## src/sv/pstp_pkg.sv

```systemverilog
package pstp_pkg;

  // The tile size must be a power of two so that tile index and offset are bit fields.
  localparam int unsigned TileSize  = 32;
  localparam int unsigned TileBits  = $clog2(TileSize);
  localparam int unsigned CoordW    = 12;
  localparam int unsigned ScrollW   = 5;
  localparam int unsigned SyW       = CoordW + 1;
  localparam int unsigned TxW       = CoordW - TileBits;
  localparam int unsigned TyW       = SyW - TileBits;
  localparam int unsigned NumStages = 5;
  localparam int unsigned MortarW   = 2;

  localparam logic [TileBits-1:0] HalfTile   = TileBits'(TileSize / 2);
  localparam logic [TileBits-1:0] MortarEdge = TileBits'(MortarW);

  localparam logic [31:0] HashTx  = 32'd374761393;
  localparam logic [31:0] HashTy  = 32'd668265263;
  localparam logic [31:0] HashMix = 32'd1274126177;
  localparam logic [31:0] HashPx  = 32'd2654435761;
  localparam logic [31:0] HashPy  = 32'd2246822519;

  localparam logic [5:0] BaseLevel  = 6'd28;
  localparam logic [7:0] MortarAddR = 8'd15;
  localparam logic [7:0] MortarAddG = 8'd12;
  localparam logic [7:0] MortarAddB = 8'd10;

  typedef struct packed {
    logic [7:0] blue;
    logic [7:0] green;
    logic [7:0] red;
  } rgb_t;

  // Since 8 is 1 modulo 7, the sum of the octal digits has the same residue.
  function automatic logic [6:0] oct_digit_sum(logic [31:0] v);
    logic [32:0] w;
    logic [6:0]  s;
    w = {1'b0, v};
    s = '0;
    for (int i = 0; i < 11; i++) begin
      s = s + 7'(w[3*i +: 3]);
    end
    return s;
  endfunction

  // Since 16 is 1 modulo 5, the sum of the hex digits has the same residue.
  function automatic logic [6:0] nib_digit_sum(logic [29:0] v);
    logic [31:0] w;
    logic [6:0]  s;
    w = {2'b00, v};
    s = '0;
    for (int i = 0; i < 8; i++) begin
      s = s + 7'(w[4*i +: 4]);
    end
    return s;
  endfunction

  function automatic logic [2:0] mod7_small(logic [6:0] v);
    logic [3:0] s;
    s = 4'(v[2:0]) + 4'(v[5:3]) + 4'(v[6]);
    if (s >= 4'd14) begin
      s = s - 4'd14;
    end else if (s >= 4'd7) begin
      s = s - 4'd7;
    end
    return s[2:0];
  endfunction

  function automatic logic [2:0] mod5_small(logic [6:0] v);
    logic [4:0] s;
    s = 5'(v[3:0]) + 5'(v[6:4]);
    if (s >= 5'd20) begin
      s = s - 5'd20;
    end else if (s >= 5'd15) begin
      s = s - 5'd15;
    end else if (s >= 5'd10) begin
      s = s - 5'd10;
    end else if (s >= 5'd5) begin
      s = s - 5'd5;
    end
    return s[2:0];
  endfunction

  function automatic logic [7:0] clamp8(logic signed [9:0] v);
    logic [7:0] r;
    if (v < 10'sd0) begin
      r = 8'd0;
    end else if (v > 10'sd255) begin
      r = 8'd255;
    end else begin
      r = v[7:0];
    end
    return r;
  endfunction

endpackage

```

## src/sv/pstp_pipe_ctl.sv

```systemverilog
module pstp_pipe_ctl #(
  parameter int unsigned STAGES = 5
) (
  input  logic              clk_i,
  input  logic              rst_ni,
  input  logic              in_valid_i,
  input  logic              out_ready_i,
  output logic              in_ready_o,
  output logic [STAGES-1:0] stage_en_o,
  output logic [STAGES-1:0] stage_valid_o
);

  logic [STAGES-1:0] valid_q;
  logic [STAGES-1:0] valid_d;
  logic [STAGES-1:0] en;

  // A stage loads when it is empty or when its content moves on.
  always_comb begin
    en[STAGES-1] = !valid_q[STAGES-1] || out_ready_i;
    for (int k = STAGES - 2; k >= 0; k--) begin
      en[k] = !valid_q[k] || en[k+1];
    end
    valid_d = valid_q;
    for (int k = 0; k < STAGES; k++) begin
      if (en[k]) begin
        valid_d[k] = (k == 0) ? in_valid_i : valid_q[(k == 0) ? 0 : k - 1];
      end
    end
  end

  always_ff @(posedge clk_i or negedge rst_ni) begin
    if (!rst_ni) begin
      valid_q <= '0;
    end else begin
      valid_q <= valid_d;
    end
  end

  assign in_ready_o    = en[0];
  assign stage_en_o    = en;
  assign stage_valid_o = valid_q;

endmodule

```

## src/sv/procedural_stone_tile_pixel_core.sv

```systemverilog
// Throughput: one pixel per cycle while m_axis_tready is high; the five register stages
// advance independently, so a bubble is filled while the output is stalled.
// Reset: rst_ni clears all stage valid bits and the scroll offset register to zero;
// data registers are not reset.
module procedural_stone_tile_pixel_core (
  input  logic                           clk_i,
  input  logic                           rst_ni,
  input  logic                           cfg_we_i,
  input  logic [pstp_pkg::ScrollW-1:0]   cfg_wdata_i,
  input  logic                           s_axis_tvalid,
  output logic                           s_axis_tready,
  input  logic [23:0]                    s_axis_tdata,  // pixel_x[11:0], pixel_y[23:12]
  output logic                           m_axis_tvalid,
  input  logic                           m_axis_tready,
  output logic [23:0]                    m_axis_tdata   // red[7:0], green[15:8], blue[23:16]
);

  import pstp_pkg::*;

  logic [ScrollW-1:0]   scroll_q;
  logic [NumStages-1:0] en;
  logic [NumStages-1:0] vld;

  always_ff @(posedge clk_i or negedge rst_ni) begin
    if (!rst_ni) begin
      scroll_q <= '0;
    end else if (cfg_we_i) begin
      scroll_q <= cfg_wdata_i;
    end
  end

  pstp_pipe_ctl #(
    .STAGES(NumStages)
  ) u_ctl (
    .clk_i        (clk_i),
    .rst_ni       (rst_ni),
    .in_valid_i   (s_axis_tvalid),
    .out_ready_i  (m_axis_tready),
    .in_ready_o   (s_axis_tready),
    .stage_en_o   (en),
    .stage_valid_o(vld)
  );

  // Stage 1: tile split, mortar decision and hash products.
  logic [CoordW-1:0]   px;
  logic [CoordW-1:0]   py;
  logic [SyW-1:0]      sy;
  logic [TxW-1:0]      tx;
  logic [TyW-1:0]      ty;
  logic [TileBits-1:0] fx;
  logic [TileBits-1:0] fy;
  logic [TileBits-1:0] fx_shift;
  logic                mortar;

  always_comb begin
    px       = s_axis_tdata[CoordW-1:0];
    py       = s_axis_tdata[2*CoordW-1:CoordW];
    sy       = SyW'(py) + SyW'(scroll_q);
    tx       = px[CoordW-1:TileBits];
    ty       = sy[SyW-1:TileBits];
    fx       = px[TileBits-1:0];
    fy       = sy[TileBits-1:0];
    fx_shift = fx + HalfTile;
    mortar   = (fx < MortarEdge) || (fy < MortarEdge);
    if (ty[0] && (fx < MortarEdge)) begin
      mortar = (fx_shift < MortarEdge) || (fy < MortarEdge);
    end
  end

  logic [31:0] s1_tx_q, s1_ty_q, s1_px_q, s1_py_q;
  logic        s1_mortar_q;

  always_ff @(posedge clk_i) begin
    if (en[0]) begin
      s1_tx_q     <= 32'(tx) * HashTx;
      s1_ty_q     <= 32'(ty) * HashTy;
      s1_px_q     <= 32'(px) * HashPx;
      s1_py_q     <= 32'(py) * HashPy;
      s1_mortar_q <= mortar;
    end
  end

  // Stage 2: hash sums and first xor-shift.
  logic [31:0] h0, p0;
  logic [31:0] s2_h_q, s2_p_q;
  logic        s2_mortar_q;

  assign h0 = s1_tx_q + s1_ty_q;
  assign p0 = s1_px_q + s1_py_q;

  always_ff @(posedge clk_i) begin
    if (en[1]) begin
      s2_h_q      <= h0 ^ (h0 >> 13);
      s2_p_q      <= p0 ^ (p0 >> 16);
      s2_mortar_q <= s1_mortar_q;
    end
  end

  // Stage 3: tile mix multiply and pixel digit sum.
  logic [31:0] s3_h_q;
  logic [6:0]  s3_psum_q;
  logic        s3_mortar_q;

  always_ff @(posedge clk_i) begin
    if (en[2]) begin
      s3_h_q      <= s2_h_q * HashMix;
      s3_psum_q   <= oct_digit_sum(s2_p_q);
      s3_mortar_q <= s2_mortar_q;
    end
  end

  // Stage 4: final tile xor-shift with digit sum, pixel noise residue.
  logic [31:0] h2;
  logic [6:0]  s4_hsum_q;
  logic [1:0]  s4_hlo_q;
  logic [2:0]  s4_noise_q;
  logic        s4_mortar_q;

  assign h2 = s3_h_q ^ (s3_h_q >> 16);

  always_ff @(posedge clk_i) begin
    if (en[3]) begin
      s4_hsum_q   <= nib_digit_sum(h2[31:2]);
      s4_hlo_q    <= h2[1:0];
      s4_noise_q  <= mod7_small(s3_psum_q);
      s4_mortar_q <= s3_mortar_q;
    end
  end

  // Stage 5: base brightness and channel colors.
  logic [4:0]        rem20;
  logic [5:0]        base;
  logic signed [9:0] nv;
  rgb_t              rgb_d;
  rgb_t              rgb_q;

  always_comb begin
    rem20 = 5'({mod5_small(s4_hsum_q), 2'b00}) + 5'(s4_hlo_q);
    base  = BaseLevel + 6'(rem20);
    nv    = signed'(10'(base) + 10'(s4_noise_q)) - 10'sd3;
    if (s4_mortar_q) begin
      rgb_d.red   = 8'(base) + MortarAddR;
      rgb_d.green = 8'(base) + MortarAddG;
      rgb_d.blue  = 8'(base) + MortarAddB;
    end else begin
      rgb_d.red   = clamp8(nv);
      rgb_d.green = clamp8(nv - 10'sd2);
      rgb_d.blue  = clamp8(nv - 10'sd4);
    end
  end

  always_ff @(posedge clk_i) begin
    if (en[4]) begin
      rgb_q <= rgb_d;
    end
  end

  assign m_axis_tvalid = vld[NumStages-1];
  assign m_axis_tdata  = rgb_q;

endmodule

```

## config.mk

```make
export PLATFORM = sky130hd
export DESIGN_NAME = procedural_stone_tile_pixel_core
export DESIGN_NICKNAME = d
export VERILOG_FILES = /design/src/sv/pstp_pkg.sv /design/src/sv/pstp_pipe_ctl.sv /design/src/sv/procedural_stone_tile_pixel_core.sv
export SDC_FILE = /design/constraint.sdc
export NUM_CORES = 2
export LEC_CHECK = 0
export BUFFER_PORTS_ARGS = -buffer_cell sky130_fd_sc_hd__clkbuf_2
export CAP_MARGIN = 20
export CORE_MARGIN = 2
export CORE_UTILIZATION = 67
export CTS_BUF_LIST = sky130_fd_sc_hd__clkbuf_4
export DETAILED_ROUTE_END_ITERATION = 12
export GPL_TIMING_DRIVEN = 0
export PLACE_DENSITY = 0.84
export SKIP_LAST_GASP = 1
export SLEW_MARGIN = 0
export SYNTH_ARGS = -nofsm -noshare
export SYNTH_HDL_FRONTEND = slang
export SYNTH_SLANG_ARGS = --single-unit
```

## constraint.sdc

```tcl
create_clock -name clk_i -period 10.5 [get_ports clk_i]
set_input_delay 2.1 -clock clk_i [delete_from_list [all_inputs] [get_ports clk_i]]
set_output_delay 2.1 -clock clk_i [all_outputs]
set_load 0.01 [all_outputs]
```

======== Yosys cells after proc, flatten, opt, wreduce, memory -nomap -nowiden ========
Index checks and enable logic that the tools add are counted.
word-level totals
  output and inout port bits .............. 26
  register bits ........................... 281
  word-level logic and storage cells ...... 113
cells by class
  muxes and demuxes ....................... 14
  multiply operators ...................... 5
  reductions and logical operators ........ 13
  magnitude comparators ................... 15
  add/sub/neg operators ................... 39
  bitwise gates (word level) .............. 3
operator list
  cell                                                                                  count
  32-bit adder                                                                          2
  12-bit by 32-bit multiplier with 32-bit output (second input constant)                2
  32-bit by 16-bit bitwise XOR with 32-bit output                                       2
  8-bit 2-to-1 mux                                                                      6
  7-bit by 3-bit adder with 7-bit output                                                5
  32-bit by 31-bit multiplier with 32-bit output (second input constant)                1
  7-bit by 29-bit multiplier with 32-bit output (second input constant)                 1
  8-bit by 30-bit multiplier with 32-bit output (second input constant)                 1
  32-bit by 19-bit bitwise XOR with 32-bit output                                       1
  24-bit 2-to-1 mux                                                                     1
  6-bit by 4-bit adder with 7-bit output (second input constant)                        3
  7-bit by 4-bit adder with 7-bit output                                                3
  9-bit > comparator (second input constant)                                            2
  9-bit by 1-bit less-than comparator with 1-bit output (second input constant)         2
  3-bit 2-to-1 mux                                                                      6
  5-bit by 2-bit less-than comparator with 1-bit output (second input constant)         3
  3-bit subtractor (second input constant)                                              5
  6-bit by 3-bit adder with 7-bit output                                                2
  7-bit by 2-bit adder with 7-bit output                                                2
  12-bit by 5-bit adder with 13-bit output                                              1
  4-bit by 3-bit adder with 5-bit output                                                2
  5-bit by 4-bit greater-or-equal comparator with 1-bit output (second input constant)  2
  8-bit by 9-bit > comparator with 1-bit output (second input constant)                 1
  8-bit by 3-bit subtractor with 9-bit output (second input constant)                   1
  other kinds (21)                                                                      32

======== Logic depth before layout (Yosys ltp) ========
  depth in word-level cells ............... 15
  depth in mapped cells ................... 28
  mapped depth without buffers ............ 28

======== Modules after synthesis ========
Synthesis repeated with hierarchy kept, for this count alone.
second synthesis, totals
  cells, all modules ...................... 3656
  area, all modules ....................... 39228.9 µm²
by module, submodules not included
  module                            seq. area each (µm²)  cells each  instances  area each (µm²)
  procedural_stone_tile_pixel_core  8262.9                3638        1          39013.7
  pstp_pipe_ctl                     125.1                 18          1          215.2

======== Worst setup path before layout ========
Ideal clock, no wire load.
  kind .................................... input port to output port
  from .................................... input port m_axis_tready
  to ...................................... output port s_axis_tready
  setup slack ............................. 1.624 ns
  buffers on the path ..................... 0
  cell stages on the path ................. 4
  arrival time ............................ 6.776 ns
  path through ............................ nor2b_1 > nand4_1 > inv_1 > nand2_1
on the way
  word-level cells in the longest chain between the ends .. 5
ends and longest elaborated chain
  item                            RTL line                                RTL
  start: declaration              procedural_stone_tile_pixel_core.sv:14  input logic m_axis_tready,
  1-bit logical OR                pstp_pipe_ctl.sv:19                     en[STAGES-1] = !valid_q[STAGES-1] || out_ready_i;
  1-bit logical OR (3 in series)  pstp_pipe_ctl.sv:21                     en[k] = !valid_q[k] || en[k+1];
  named net en[1]                 procedural_stone_tile_pixel_core.sv:21  logic [NumStages-1:0] en;
  1-bit logical OR                pstp_pipe_ctl.sv:21
  end: declaration                procedural_stone_tile_pixel_core.sv:11  output logic s_axis_tready,
The timed path passes the listed nets, and every way through them passes these cells.

======== Worst setup path in the final report ========
  from .................................... input port s_axis_tdata[13]
  to ...................................... register s1_ty_q[30], data pin
on the way
  word-level cells in the longest chain between the ends .. 2
ends and longest elaborated chain
  item                                           RTL line                                RTL
  start: declaration                             procedural_stone_tile_pixel_core.sv:12  input logic [23:0] s_axis_tdata,
  12-bit by 5-bit adder with 13-bit output       procedural_stone_tile_pixel_core.sv:58  sy = SyW'(py) + SyW'(scroll_q);
  8-bit by 30-bit multiplier with 32-bit output  procedural_stone_tile_pixel_core.sv:76  s1_ty_q <= 32'(ty) * HashTy;
  end signal: assignment                         procedural_stone_tile_pixel_core.sv:76
  end: declaration                               procedural_stone_tile_pixel_core.sv:70  logic [31:0] s1_tx_q, s1_ty_q, s1_px_q, s1_py_q;
Every way passes these cells.
A chain may end at the register's enable or synchronous reset.

==> reports/metrics.csv <==
stage,metric,value,unit
clocking,clk-insertion-delay-late,840,ps
clocking,number_of_levels_the_h_tree_was_split_into,3,
synthesis,netlist-cell-type-count,78,
cells_and_area,final_cells,4511,
min_path,worst_min_path_class,reg2reg,
timing,fin_skew,77.5,ps
cells_and_area,final_net_count,4864,
synthesis,synth_nets,4718,
setup_path,cpMostUsedCell,sky130_fd_sc_hd__fa_1,
floorplanning,core,56500,um^2
synthesis,synth-async-reset-ratio,3.56,%
setup_path,cp.buffers_inverters,5,
clocking,hold_buffers,0,
route,wl,90.1,mm
grt,antenna_violations_before_repair,8,
clocking,clockBufferDepth,3,
clocking,postCtsResizedCells,0,
setup_path,critical_path_arrival,10260,ps
floorplanning,die_height,243,um
floorplanning,num_rows,87,
cells_and_area,final_cell_area,40800,um^2
place,postPlaceCellArea,39800,um^2
timing,timing.final.crit_share,92.2,%
setup_path,crit-reg2reg-capture,s1_ty_q[30]$_DFFE_PP_,
synthesis,synth.yosys.warnings,0,
route,detailedRoute.firstPassIterationCount,7,
timing,fmax,103,MHz
setup_path,worstReg2RegStart,scroll_q[1]$_DFFE_PN0P_,
grt,maximum_number_of_pins_on_one_net_before_global_route_repair,73,
timing,timing.setup.tns,0,ps
timing,slew_headroom,27.7,%
floorplanning,effective_utilization_at_floorplan,68.0,%
timing,final.setup.worst_slack,814,ps
grt,grt_util_all_layers,31.8,%
setup_path,worstSetupStartpointType,primary input,
route,detail_route.vias_per_cell,5.72,
clocking,cts.reportedPaths.clkPinSlew,70,ps
route,routed_wire_length_per_instance,20.0,um
timing,finalCriticalPeriod,9690,ps
route,drtIter0Drc,1832,
grt,gr-usage-met1,40.3,%
grt,first_global_vias,27458,
cells_and_area,num-fill-cells,3887,
grt,gr-max-usage-layer,met2,
status,status,"finished, final reports clean",
grt,grt-ovfl-total,0,
floorplanning,die-width,243,um
place,place.gp.congestion,1.01,
route,route.vias.total,25795,
cells_and_area,syn2layout_area_growth,6.17,%
floorplanning,io_pins,60,
synthesis,number_of_enable_type_register_cells_in_the_synthesized_netlist,271,
synthesis,synth.avg_cell_area,10.8,um^2
clocking,post-cts-setup-buffer-count,0,
setup_path,worst_path_dominant_cell_family,adder cells,
place,hpwlAfterDp,76.1,mm
setup_path,largest_incremental_delay_on_the_critical_path,870,ps
route,drt_drc_violations_left,0,
clocking,tritoncts,built,
cells_and_area,drive_above_1_share,5.98,%
timing,setup_violations,0,
synthesis,synth-seq-cells,281,
setup_path,crit_path_max_fanout,9,
synthesis,synth_flop_cell,sky130_fd_sc_hd__edfxtp_1,
timing,tightest_slew,1080,ps
place,place_ws,187,ps
timing,setup_repair_after_global_routing_missed_its_margin,no,
setup_path,required,11070,ps
setup_path,critical-path-slowest-cell,sky130_fd_sc_hd__xnor2_1,
grt,grt_pass1_wl,145,mm
route,drtAntennaViolNets,0,
grt,met3_usage,6.36,%
setup_path,crit_path_start,s_axis_tdata[13],
setup_path,reg2reg_slack,2300,ps
setup_path,worst-r2r-cell-count,25,
clocking,root_buffer,sky130_fd_sc_hd__clkbuf_4,
grt,global_route.usage.met2,53.7,%
flow_run,cap_viol_max_count,0,
setup_path,wp_depth,27,
clocking,cts_made_buffers,76,
synthesis,postSynthCellCount,3547,
setup_path,cp-end-kind,register,
timing,hold_viol,0,
synthesis,synth.cell_area,38400,um^2
place,dpl.cell_count,4369,
setup_path,critPathCapture,s1_ty_q[30]$_DFFE_PP_,
setup_path,critical_setup_path_class,in2reg,
synthesis,synth_sequential_area_ratio,21.8,%
floorplanning,dieArea,59300,um^2
timing,final_max_slew_viol_count,0,
place,place.port_buffers,59,
clocking,clock_sink_count,281,
## synth_stat cells (4+ instances only)
master                      number  area (um^2)
sky130_fd_sc_hd__a311oi_1        4         35.0
sky130_fd_sc_hd__o21ai_1         6         30.0
sky130_fd_sc_hd__a31oi_1        20          125
sky130_fd_sc_hd__nor2b_1        28          175
sky130_fd_sc_hd__xnor2_1       231         2020
sky130_fd_sc_hd__and2_1         15         93.8
sky130_fd_sc_hd__nand3_1        29          145
sky130_fd_sc_hd__o21a_1         28          210
sky130_fd_sc_hd__a31o_2          4         35.0
sky130_fd_sc_hd__a21oi_1       166          831
sky130_fd_sc_hd__nor4_1         10         62.6
sky130_fd_sc_hd__xor2_1         82          718
sky130_fd_sc_hd__a21o_1         79          593
sky130_fd_sc_hd__o211ai_1        6         45.0
sky130_fd_sc_hd__dfrtp_1        10          250
sky130_fd_sc_hd__a211oi_1       17          128
sky130_fd_sc_hd__o22ai_1        15         93.8
sky130_fd_sc_hd__nand4_1         8         50.1
sky130_fd_sc_hd__o31a_1          4         35.0
sky130_fd_sc_hd__nand2b_1       24          150
sky130_fd_sc_hd__fa_1          566        11300
sky130_fd_sc_hd__o21bai_1       27          203
sky130_fd_sc_hd__nand2_1        97          364
sky130_fd_sc_hd__a21boi_0        4         30.0
sky130_fd_sc_hd__inv_1         881         3310
sky130_fd_sc_hd__mux2_2          5         56.3
sky130_fd_sc_hd__nor3_1         29          145
sky130_fd_sc_hd__o21ai_0        80          400
sky130_fd_sc_hd__and3_1         19          119
sky130_fd_sc_hd__a2111oi_0       4         35.0
sky130_fd_sc_hd__a221o_1         7         70.1
sky130_fd_sc_hd__a211o_1         7         61.3
sky130_fd_sc_hd__nand3b_1        4         30.0
sky130_fd_sc_hd__or2_2          11         68.8
sky130_fd_sc_hd__or3_1          10         62.6
sky130_fd_sc_hd__edfxtp_1      271         8140
sky130_fd_sc_hd__o31ai_1         9         67.6
sky130_fd_sc_hd__clkbuf_1        6         22.5
sky130_fd_sc_hd__nor2_1         97          364
sky130_fd_sc_hd__ha_1          571         7140
## cells in the final DEF (no fill, tap or decap), drive strengths merged, types with 19 or more instances in the layout
master,instances
xnor2,232
nand3,29
xor2,83
a21o,79
a31oi,22
o21bai,27
nor2,97
and3,19
fa,566
clkbuf,167
nor2b,28
o21a,28
a21oi,167
edfxtp,271
nand2b,24
nand2,97
nor3,29
inv,887
o21ai,87
clkinv,26
ha,571
## worst register-to-register path: stages (launching register included)
cell                        delay, ps
sky130_fd_sc_hd__dfrtp_1          380
sky130_fd_sc_hd__ha_1             270
sky130_fd_sc_hd__a31o_2           240
sky130_fd_sc_hd__a21oi_1          240
sky130_fd_sc_hd__o21bai_1          90
sky130_fd_sc_hd__a21oi_1          540
sky130_fd_sc_hd__nor3_1           190
sky130_fd_sc_hd__nand2_1          130
sky130_fd_sc_hd__xnor2_1          370
sky130_fd_sc_hd__inv_1            300
sky130_fd_sc_hd__fa_1             770
sky130_fd_sc_hd__inv_1            140
sky130_fd_sc_hd__fa_1             490
sky130_fd_sc_hd__fa_1             510
sky130_fd_sc_hd__inv_1             50
sky130_fd_sc_hd__fa_1             390
sky130_fd_sc_hd__ha_1             240
sky130_fd_sc_hd__a211o_1          260
sky130_fd_sc_hd__a2111oi_0        800
sky130_fd_sc_hd__nor4_1           170
sky130_fd_sc_hd__nor3_1           370
sky130_fd_sc_hd__o31ai_1          230
sky130_fd_sc_hd__a21oi_1          320
sky130_fd_sc_hd__o2111ai_1        180
sky130_fd_sc_hd__a21oi_1          190
sky130_fd_sc_hd__xnor2_1           90
## layer usage
metal,up-vias,wire [um]
li1,11866,-
met1,12750,35600
met2,947,44400
met3,230,6440
met4,2,3660
met5,-,8
## per-stage QoR
step	hold slack (ps)	utilization, %
floorplan	400	-
global placement	405	70.2
detailed placement	411	70.5
CTS	432	72.1
global route	434	72.2
finish	428	72.2
## cell families (layout without fill, tap and decap cells)
kind of cell / Yosys count / in the layout / share of synthesized area [%]
buffers and inverters: 891 / 1091 / 8.71
muxes: 7 / 7 / 0.199
other: 1 / 9 / 0.00976
DFF: 281 / 281 / 21.8
AOI/OAI and AO/OA: 521 / 521 / 8.86
xor gates and xnor gates: 315 / 315 / 7.25
and+or+nand+nor: 394 / 394 / 5.04
adders and majority gates: 1137 / 1137 / 48.1
## worst min path at each step
stage | startpoint | endpoint | slack [ps] | depth (start not counted)
final | s1_mortar_q$_DFFE_PP_ | s2_mortar_q$_DFFE_PP_ | 430 | 0
after global routing | s1_mortar_q$_DFFE_PP_ | s2_mortar_q$_DFFE_PP_ | 430 | 0
after CTS | s1_mortar_q$_DFFE_PP_ | s2_mortar_q$_DFFE_PP_ | 430 | 0
after detailed placement | s3_mortar_q$_DFFE_PP_ | s4_mortar_q$_DFFE_PP_ | 410 | 0
after global placement | s1_mortar_q$_DFFE_PP_ | s2_mortar_q$_DFFE_PP_ | 400 | 0
after floorplan | s1_mortar_q$_DFFE_PP_ | s2_mortar_q$_DFFE_PP_ | 400 | 0
## registers in the layout, summed over array words and instances, names as in the netlist
name,count
s4_hlo_q,2
s3_mortar_q,1
s4_mortar_q,1
s4_noise_q,3
m_axis_tdata,24
s1_py_q,32
u_ctl.stage_valid_o,5
s2_p_q,32
s2_h_q,32
s3_psum_q,7
scroll_q,5
s3_h_q,32
s4_hsum_q,7
s1_ty_q,32
s1_px_q,32
s1_tx_q,32
s1_mortar_q,1
s2_mortar_q,1
## final cells by class
class                      instances  area [um^2]  share of cell area (%)
timing repair buffer              68          458                    1.12
inverter                         885         3320                    8.15
tap                              756          946                    2.32
antenna                            8         20.0                  0.0491
buffer                             6         22.5                  0.0552
clock buffer                     102          766                    1.88
sequential                       281         8390                    20.6
multi-input combinational       2375        26700                    65.5
clock inverter                    30          161                   0.396
Power is not shown: default switching activity piles up to over one toggle a cycle in this logic, so the estimate is an artifact.
